`src/rtl/pngu_pkg.sv`:
```
package pngu_pkg;

   localparam int DEFAULT_MAX_LINE_BYTES  = 4096;
   localparam int DEFAULT_MAX_PIXEL_BYTES = 8;

   localparam int BPP_W         = 4;
   localparam int LINE_LENGTH_W = 13;
   localparam int CSR_ADDR_W    = 3;
   localparam int CSR_DATA_W    = 32;

   localparam logic [BPP_W-1:0]         BPP_RESET         = 4'd4;
   localparam logic [LINE_LENGTH_W-1:0] LINE_LENGTH_RESET = 13'd4096;

   // Row filter codes as they appear in the filter-type byte.
   typedef enum logic [2:0] {
      FILT_NONE  = 3'd0,
      FILT_SUB   = 3'd1,
      FILT_UP    = 3'd2,
      FILT_AVG   = 3'd3,
      FILT_PAETH = 3'd4
   } filter_type;

   // Register index, taken from the word address of the CSR port.
   typedef enum logic [0:0] {
      REG_BYTES_PER_PIXEL = 1'b0,
      REG_LINE_LENGTH     = 1'b1
   } reg_index_type;

endpackage

```
`src/rtl/pngu_predict.sv`:
```
module pngu_predict
   import pngu_pkg::*;
(
   input  filter_type  filter,
   input  logic [7:0]  left_byte,
   input  logic [7:0]  above_byte,
   input  logic [7:0]  corner_byte,
   output logic [7:0]  pred_byte
);

   logic signed [9:0] diff_bc;
   logic signed [9:0] diff_ac;
   logic signed [9:0] diff_abc;
   logic [9:0]        dist_a;
   logic [9:0]        dist_b;
   logic [9:0]        dist_c;
   logic [8:0]        sum_ab;
   logic [7:0]        paeth_byte;

   assign diff_bc  = $signed({2'b00, above_byte}) - $signed({2'b00, corner_byte});
   assign diff_ac  = $signed({2'b00, left_byte}) - $signed({2'b00, corner_byte});
   assign diff_abc = diff_ac + diff_bc;

   assign dist_a = diff_bc[9]  ? 10'(-diff_bc)  : 10'(diff_bc);
   assign dist_b = diff_ac[9]  ? 10'(-diff_ac)  : 10'(diff_ac);
   assign dist_c = diff_abc[9] ? 10'(-diff_abc) : 10'(diff_abc);

   assign sum_ab = {1'b0, left_byte} + {1'b0, above_byte};

   // Ties go to left, then above, then upper-left.
   always_comb begin
      priority if (dist_a <= dist_b && dist_a <= dist_c) begin
         paeth_byte = left_byte;
      end else if (dist_b <= dist_c) begin
         paeth_byte = above_byte;
      end else begin
         paeth_byte = corner_byte;
      end
   end

   always_comb begin
      unique case (filter)
         FILT_SUB:   pred_byte = left_byte;
         FILT_UP:    pred_byte = above_byte;
         FILT_AVG:   pred_byte = sum_ab[8:1];
         FILT_PAETH: pred_byte = paeth_byte;
         default:    pred_byte = 8'd0;
      endcase
   end

endmodule

```
`config.mk`:
```
export PLATFORM = sky130hd
export DESIGN_NAME = pngu_predict
export DESIGN_NICKNAME = d
export VERILOG_FILES = /design/src/rtl/pngu_pkg.sv /design/src/rtl/pngu_predict.sv
export SDC_FILE = /design/constraint.sdc
export NUM_CORES = 1
export LEC_CHECK = 0
export ABC_AREA = 1
export BUFFER_PORTS_ARGS = -buffer_cell sky130_fd_sc_hd__buf_4
export CAP_MARGIN = 20
export CORE_ASPECT_RATIO = 1.1
export CORE_MARGIN = 8
export CORE_UTILIZATION = 50
export DETAILED_ROUTE_END_ITERATION = 7
export GPL_ROUTABILITY_DRIVEN = 0
export GPL_TIMING_DRIVEN = 1
export PLACE_DENSITY = 0.78
export SLEW_MARGIN = 20
export SYNTH_ARGS = -nofsm -noshare
export SYNTH_HDL_FRONTEND = slang
export SYNTH_SLANG_ARGS = --single-unit
```
`constraint.sdc`:
```
create_clock -name vclk -period 6.45
set_input_delay 1.29 -clock vclk [all_inputs]
set_output_delay 1.29 -clock vclk [all_outputs]
set_load 0.005 [all_outputs]
```
## Yosys cells after proc, flatten, opt, wreduce, memory -nomap -nowiden

Cells that the tools add are included.

- Mux-type cells: 6
- Equality and inequality tests: 4
- Add/subtract/negate cells: 7
- Magnitude comparators: 3
- Reductions and logical operators: 1

Operator list:

| operator | count |
|---|---|
| $pmux 8 s4 | 1 |
| $le 10x10->1 | 3 |
| $mux 10 | 3 |
| $neg 9->10 | 2 |
| $sub 8x8->9 | 2 |
| $mux 8 | 2 |
| $add 9x9->10 | 1 |
| $neg 10->10 | 1 |
| $add 8x8->9 | 1 |
| $eq 3x2->1 const B | 2 |
| $eq 3x1->1 const B | 1 |
| $eq 3x3->1 const B | 1 |
| $logic_and 1x1->1 | 1 |

- Input port bits: 27
- Output and inout port bits: 8
- Flip-flop bits (word level): 0

## Longest topological paths before layout

Gate-level depths: netlist (run 1).

- Depth after elaboration: 8
- Gate-level depth with buffers: 33
- Depth with buffers taken out: 32

## Worst setup path after synthesis (run 1)

No wires, ideal clock.

- Path kind: input -> output
- Start: in above_byte[0]
- End: out pred_byte[4]
- Slack: -31 ps
- Buffers on the path: 1
- Data required time: 5160 ps
- Stages on the path: 25
- Arrival time: 5191 ps
- Cells stage by stage: inv_1 > ha_1 > inv_1 > fa_1 > xor2_1 > ha_1 > a21oi_1 > nand2_1 > xnor2_1 > nand2_1 > nor2_1 > nand4_1 > nand2_1 > xor2_1 > ha_1 > a21oi_1 > nor2_1 > a211oi_1 > nand2_1 > o21ai_1 > buf_2 > nand2_1 > o21ai_0 > nor2_1 > o21bai_1

- Cells in the longest elaborated chain, start to end: 8

RTL lines:

| item | line | source |
|---|---|---|
| start, declared | pngu_predict.sv:6 | `input logic [7:0] above_byte,` |
| $sub 8x8->9 | pngu_predict.sv:20 | `assign diff_bc = $signed({2'b00, above_byte}) - $signed({2'b00, corner_byte});` |
| $add 9x9->10 | pngu_predict.sv:22 | `assign diff_abc = diff_ac + diff_bc;` |
| $neg 10->10 | pngu_predict.sv:26 | `assign dist_c = diff_abc[9] ? 10'(-diff_abc) : 10'(diff_abc);` |
| $mux 10 | pngu_predict.sv:26 |  |
| $le 10x10->1, on equally long branches | pngu_predict.sv:34, pngu_predict.sv:32 |  |
| $mux 8 or $logic_and 1x1->1 (tied branches) | pngu_predict.sv:34, pngu_predict.sv:32 |  |
| $mux 8 | pngu_predict.sv:32 | `priority if (dist_a <= dist_b && dist_a <= dist_c) begin` |
| $pmux 8 s4 (*) | pngu_predict.sv:42 | `unique case (filter)` |
| end, declared | pngu_predict.sv:8 | `output logic [7:0] pred_byte` |

Mark *: on every way between the ends. The rest lies on a longest branch, timed or not.

## Worst setup path in the final report (run 1)

- Start: in corner_byte[1]
- End: out pred_byte[0]

- Cells in the longest elaborated chain, start to end: 8

RTL lines:

| item | line | source |
|---|---|---|
| start, declared | pngu_predict.sv:7 | `input logic [7:0] corner_byte,` |
| $sub 8x8->9, on equally long branches | pngu_predict.sv:21, pngu_predict.sv:20 |  |
| $add 9x9->10 | pngu_predict.sv:22 |  |
| $neg 10->10 | pngu_predict.sv:26 |  |
| $mux 10 | pngu_predict.sv:26 |  |
| $le 10x10->1, on equally long branches | pngu_predict.sv:34, pngu_predict.sv:32 |  |
| $mux 8 or $logic_and 1x1->1 (tied branches) | pngu_predict.sv:34, pngu_predict.sv:32 |  |
| $mux 8 (*) | pngu_predict.sv:32 |  |
| $pmux 8 s4 (*) | pngu_predict.sv:42 |  |

Marked as above.

==> flow_summary.ini, run 1 <==
[run_status]
status = complete, but fails checks
violations = negative setup slack

[synthesis]
synth_area_per_cell_um2 = 6.10
yosysSeqAreaShare = 0
netlist_instances = 522
syn-cell-area_um2 = 3190
ys_warn_count = 0
ys_types = 37

[place]
port_buffers = 35
hpwl_um = 8370
dp_worst_setup_slack_ns = -0.556

[die]
rows = 30
num_io_pins = 35
die_width_um = 92.1
die-area_um2 = 9180
initial_core_util = 0.517
die_h_um = 99.7
core_um2 = 6160

[cells_and_area]
postLayoutCoreUtil = 0.833
finalNetCount = 779
register_area_um2 = 0
nClkBuffers = 0
multiInputGateArea_um2 = 3320
diodes = 0
syn2layout_area_growth_pct = 61.0
drive_gt1_frac = 0.429
fill_cells = 368
nFlopsAndLatches = 0

[power_and_ir_drop]
p_leak_nw = 2.70
power_density_nw_per_um2 = 287
peakVddDrop_v = 0.000179

[detailed_routing]
wl_per_cell_um = 19.6
initialDrtViolationCount = 502
final_antenna_net_count = 0
wl_um = 15000
vias = 4735
viasPerCell = 6.18
route.detailed.drc = 0
first_pass_iters = 5

[timing]
max_freq_mhz = 139
rsz0062_at_grt = yes
maxSlewViolCount = 0
period_share = 1.11
hold_viol = 0
finalCriticalPeriod_ns = 7.18
max-slew-margin-rel = 0.320
setup_slack_ns = -0.730
finalSetupViolations = 8
worst_pin_slew_ns = 1.01

[worst_setup_path]
cp_common_cell = nand2_2
start_kind = input port
cp_slowest_stage_delay_ns = 0.48
startpoint = corner_byte[1]
crit_type = in2out
crit_slowest_cell = fa_2
worst_setup_path_end_kind = output port
critPathMaxFanout = 8
critPathRequiredTime_ns = 5.16
arrival_ns = 5.89

[grt]
grt_pass1_vias = 4656
overflow = 0
grt_pass1_wl_um = 20000
antenna_found_initial = 0
grt_max_degree = 12
track_usage = 0.256

[run]
cap_violations = 0

[cts]
ctsHoldBuffers = 0

[hold_path]
min_from = left_byte[7]
hp-class = in2out
[per-stage QoR]
step / hold WS [ns] / area [um2] / power (mW) / TNS, ns / instances
global placement: 2.95 / 4230 / 0.974 / -3.10 / 725
detailed placement: 2.97 / 4230 / 1.02 / -4.12 / 725
global route: 2.99 / 5130 / 1.58 / -7.47 / 766
floorplan: 2.75 / 3200 / 0.659 / 0 / 524
CTS: 2.98 / 4810 / 1.23 / -2.67 / 757
finish: 2.98 / 5130 / 1.47 / -5.55 / 766
[metal layers]
metal / part of all wire / vias to the layer above / global-route usage
met5: 0 / - / 0
met2: 0.49 / 378 / 0.490
li1: - / 2065 / -
met4: 0.090 / 0 / 0.175
met3: 0.077 / 143 / 0.0279
met1: 0.35 / 2149 / 0.250
[layout make-up]
cell class / count / share of cell area
multi-input combinational: 429 / 0.647
timing repair buffer: 165 / 0.262
inverter: 92 / 0.0712
tap: 80 / 0.0195
[cells by family (layout without fill, tap and decap cells)]
| family | count (synthesis) | in the layout | share of synthesized area |
|---|---|---|---|
| fa+ha+maj | 64 | 64 | 0.261 |
| simple gates | 249 | 249 | 0.386 |
| buf+inv | 95 | 257 | 0.115 |
| other cells | 2 | 4 | 0.00236 |
| compound gates | 88 | 88 | 0.170 |
| xor+xnor | 24 | 24 | 0.0660 |
[timing repair]
| action | 4_1_cts | 5_1_grt |
|---|---|---|
| setup endpoints to repair | 8 | 8 |
| gates resized for setup | 70 | 53 |
| gates cloned | 1 | 1 |
| buffers inserted | 31 | 8 |
| pin swaps | 52 | 49 |
[synth_stat cells]
master / instances / area, um2
nand2_1: 112 / 420
inv_1: 88 / 330
ha_1: 60 / 751
nor2_1: 42 / 158
nand3_1: 33 / 165
o21ai_0: 24 / 120
a21oi_1: 23 / 115
xor2_1: 19 / 166
nand4_1: 13 / 81.3
nand2_2: 11 / 68.8
nand2_4: 11 / 124
nor3_1: 8 / 40.0
nand3_2: 7 / 70.1
o21bai_1: 7 / 52.6
o211ai_1: 6 / 45.0
nand3b_1: 5 / 37.5
xnor2_1: 5 / 43.8
a211oi_1: 4 / 30.0
a21boi_0: 4 / 30.0
fa_1: 4 / 80.1
inv_2: 4 / 15.0
o221ai_1: 4 / 35.0
o22ai_1: 4 / 25.0
o21a_1: 3 / 22.5
or2_2: 3 / 18.8
a21oi_2: 2 / 17.5
conb_1: 2 / 7.51
nand3_4: 2 / 35.0
nor2_2: 2 / 12.5
o21ai_1: 2 / 10.0
o31ai_1: 2 / 15.0
a21o_1: 1 / 7.51
a31oi_1: 1 / 6.26
buf_2: 1 / 5.00
buf_6: 1 / 11.3
clkbuf_1: 1 / 3.75
o21ai_2: 1 / 8.76
[path summary, 6_finish.rpt]
| path | to | depth (start not counted) | slack (ns) |
|---|---|---|---|
| setup / recovery | pred_byte[0] | 31 | -0.73 |
| hold / removal | pred_byte[7] | 4 | 2.98 |
[where the power goes]
group	total, mW	internal (mW)	leakage, nW	switching [mW]
registers	0	0	0	0
logic	1.47	0.671	2.70	0.799
clock network	0	0	0	0
total	1.47	0.671	2.70	0.799
[worst max-delay path, delay by kind of cell]
family,cells,cell delay [ns]
compound gates,4,0.60
fa+ha+maj,3,1.00
xor+xnor,1,0.28
buf+inv,8,0.97
simple gates,15,1.74
[placed cells by master, fill, tap and decap left out, types with 15 or more instances in the layout]
| cell | synthesis | layout |
|---|---|---|
| a21oi_1 | 23 | 18 |
| xor2_1 | 19 | 15 |
| ha_1 | 60 | 46 |
| nand3_2 | 7 | 15 |
| nor2_1 | 42 | 34 |
| inv_1 | 88 | 74 |
| o21ai_0 | 24 | 15 |
| nand2_1 | 112 | 96 |
| nand2_2 | 11 | 25 |
| nand3_1 | 33 | 25 |
| buf_4 | 0 | 154 |
Note: power is estimated with default switching activity, not from simulation.
==> run 2, diff against run 1 <==
--- a/config.mk
+++ b/config.mk
@@ -14,7 +14,7 @@
 export DETAILED_ROUTE_END_ITERATION = 7
 export GPL_ROUTABILITY_DRIVEN = 0
 export GPL_TIMING_DRIVEN = 1
-export PLACE_DENSITY = 0.78
+export PLACE_DENSITY = 0.72
 export SLEW_MARGIN = 20
 export SYNTH_ARGS = -nofsm -noshare
 export SYNTH_HDL_FRONTEND = slang
==> flow_summary.ini, run 2 (same netlist as run 1, synthesis figures left out) <==
[cells_and_area]
diodes = 0
final_common_cell = buf_4
mostFrequentLayoutCells = buf_4, nand2_1, inv_1, ha_1, nor2_1
syn2layout_area_growth_pct = 58.1
drive_gt1_frac = 0.430
finalNetCount = 761
nClkBuffers = 0
nFlopsAndLatches = 0
fin_cells = 748
register_area_um2 = 0

[grt]
grt_pass1_vias = 4063
overflow = 0
grt_max_degree = 17
antenna_found_initial = 0
track_usage = 0.216
grt_pass1_wl_um = 17000

[hold_path]
holdPathStages = 4
min_from = left_byte[7]
hp-class = in2out
worstHoldEndpoint = pred_byte[7]

[place]
port_buffers = 35
hpwl_um = 8260
dp.cells = 726

[timing]
rsz0062_at_grt = yes
setup_slack_ns = -0.395
period_share = 1.06
hold_viol = 0
max-slew-margin-rel = 0.335
finalCriticalPeriod_ns = 6.85
max_freq_mhz = 146
maxSlewViolCount = 0
worst_pin_slew_ns = 0.991
finalSetupViolations = 8

[die]
core_um2 = 6160
die-area_um2 = 9180
die_h_um = 99.7
die_width_um = 92.1
initial_core_util = 0.517
rows = 30
num_io_pins = 35

[worst_setup_path]
critPathRequiredTime_ns = 5.16
worst_setup_path_end_kind = output port
start_kind = input port
crit_slowest_cell = fa_2
cp_slowest_stage_delay_ns = 0.55
startpoint = above_byte[0]
arrival_ns = 5.56
cp_common_cell = nand2_1
critical_path.top_delay_family = simple AND/OR/NAND/NOR gates
critPathMaxFanout = 6
crit_type = in2out
critPathBufInv = 8

[detailed_routing]
vias = 4228
final_antenna_net_count = 0
wl_per_cell_um = 15.9
first_pass_iters = 6
initialDrtViolationCount = 225
viasPerCell = 5.65
route.detailed.drc = 0
wl_um = 11900

[run]
cap_violations = 0

[power_and_ir_drop]
p_leak_nw = 2.61
peakVddDrop_v = 0.000161
power_density_nw_per_um2 = 265
power.total_mw = 1.34

[cts]
ctsHoldBuffers = 0

[run_status]
status = complete, but fails checks
violations = negative setup slack
-- run 2: changes by cell type in the layout (fill, tap and decap cells not counted), moves of 3 or more --
cell,delta
inv_2,+3
inv_1,-3
ha_1,-7
inv_6,+3
nand2_1,-3
nand2_2,+4
ha_4,+8
buf_4,-17
-- run 2: worst max-delay path by stage --
stage | end | slack [ns] | cells after the start
2_1_floorplan | pred_byte[6] | 0.06 | 29
3_3_place_gp | pred_byte[0] | -0.58 | 27
3_5_place_dp | pred_byte[0] | -0.62 | 31
4_1_cts | pred_byte[0] | -0.32 | 32
5_1_grt | pred_byte[2] | -0.57 | 33
6_report | pred_byte[4] | -0.40 | 31
-- run 2: final cells by class --
| class | count | area, um2 |
|---|---|---|
| Fill cell | 391 | 1120 |
| Inverter | 92 | 372 |
| Multi-Input combinational cell | 429 | 3370 |
| Tap cell | 80 | 100 |
| Timing Repair Buffer | 147 | 1190 |
-- run 2: metal layers --
metal  GRT usage  wire length [um]
met5           0                 0
met4      0.0720               691
met3      0.0143               577
met2       0.441              6230
met1       0.223              4420
-- run 2: power breakdown --
group	leakage (nW)	internal, mW	switching [mW]
clock network	0	0	0
logic	2.61	0.617	0.718
registers	0	0	0
-- run 2: through the flow --
| step | setup slack, ns | area, um2 | hold WS [ns] | TNS [ns] | utilization |
|---|---|---|---|---|---|
| final | -0.395 | 5040 | 2.97 | -2.96 | 0.818 |
| after detailed placement | -0.616 | 4240 | 2.97 | -4.74 | 0.689 |
| after global routing | -0.570 | 5040 | 3.00 | -4.30 | 0.818 |
| after floorplan | 0.0560 | 3200 | 2.75 | 0 | - |
| after CTS | -0.324 | 4580 | 2.98 | -2.37 | 0.744 |
| after global placement | -0.583 | 4240 | 2.95 | -4.38 | 0.689 |
-- run 2: timing repair --
action | 4_1_cts | 5_1_grt
cloned | 1 | 0
setup buffers | 13 | 8
gates resized for setup | 50 | 86
endpoints found under the setup margin | 8 | 8
pin swaps | 37 | 67
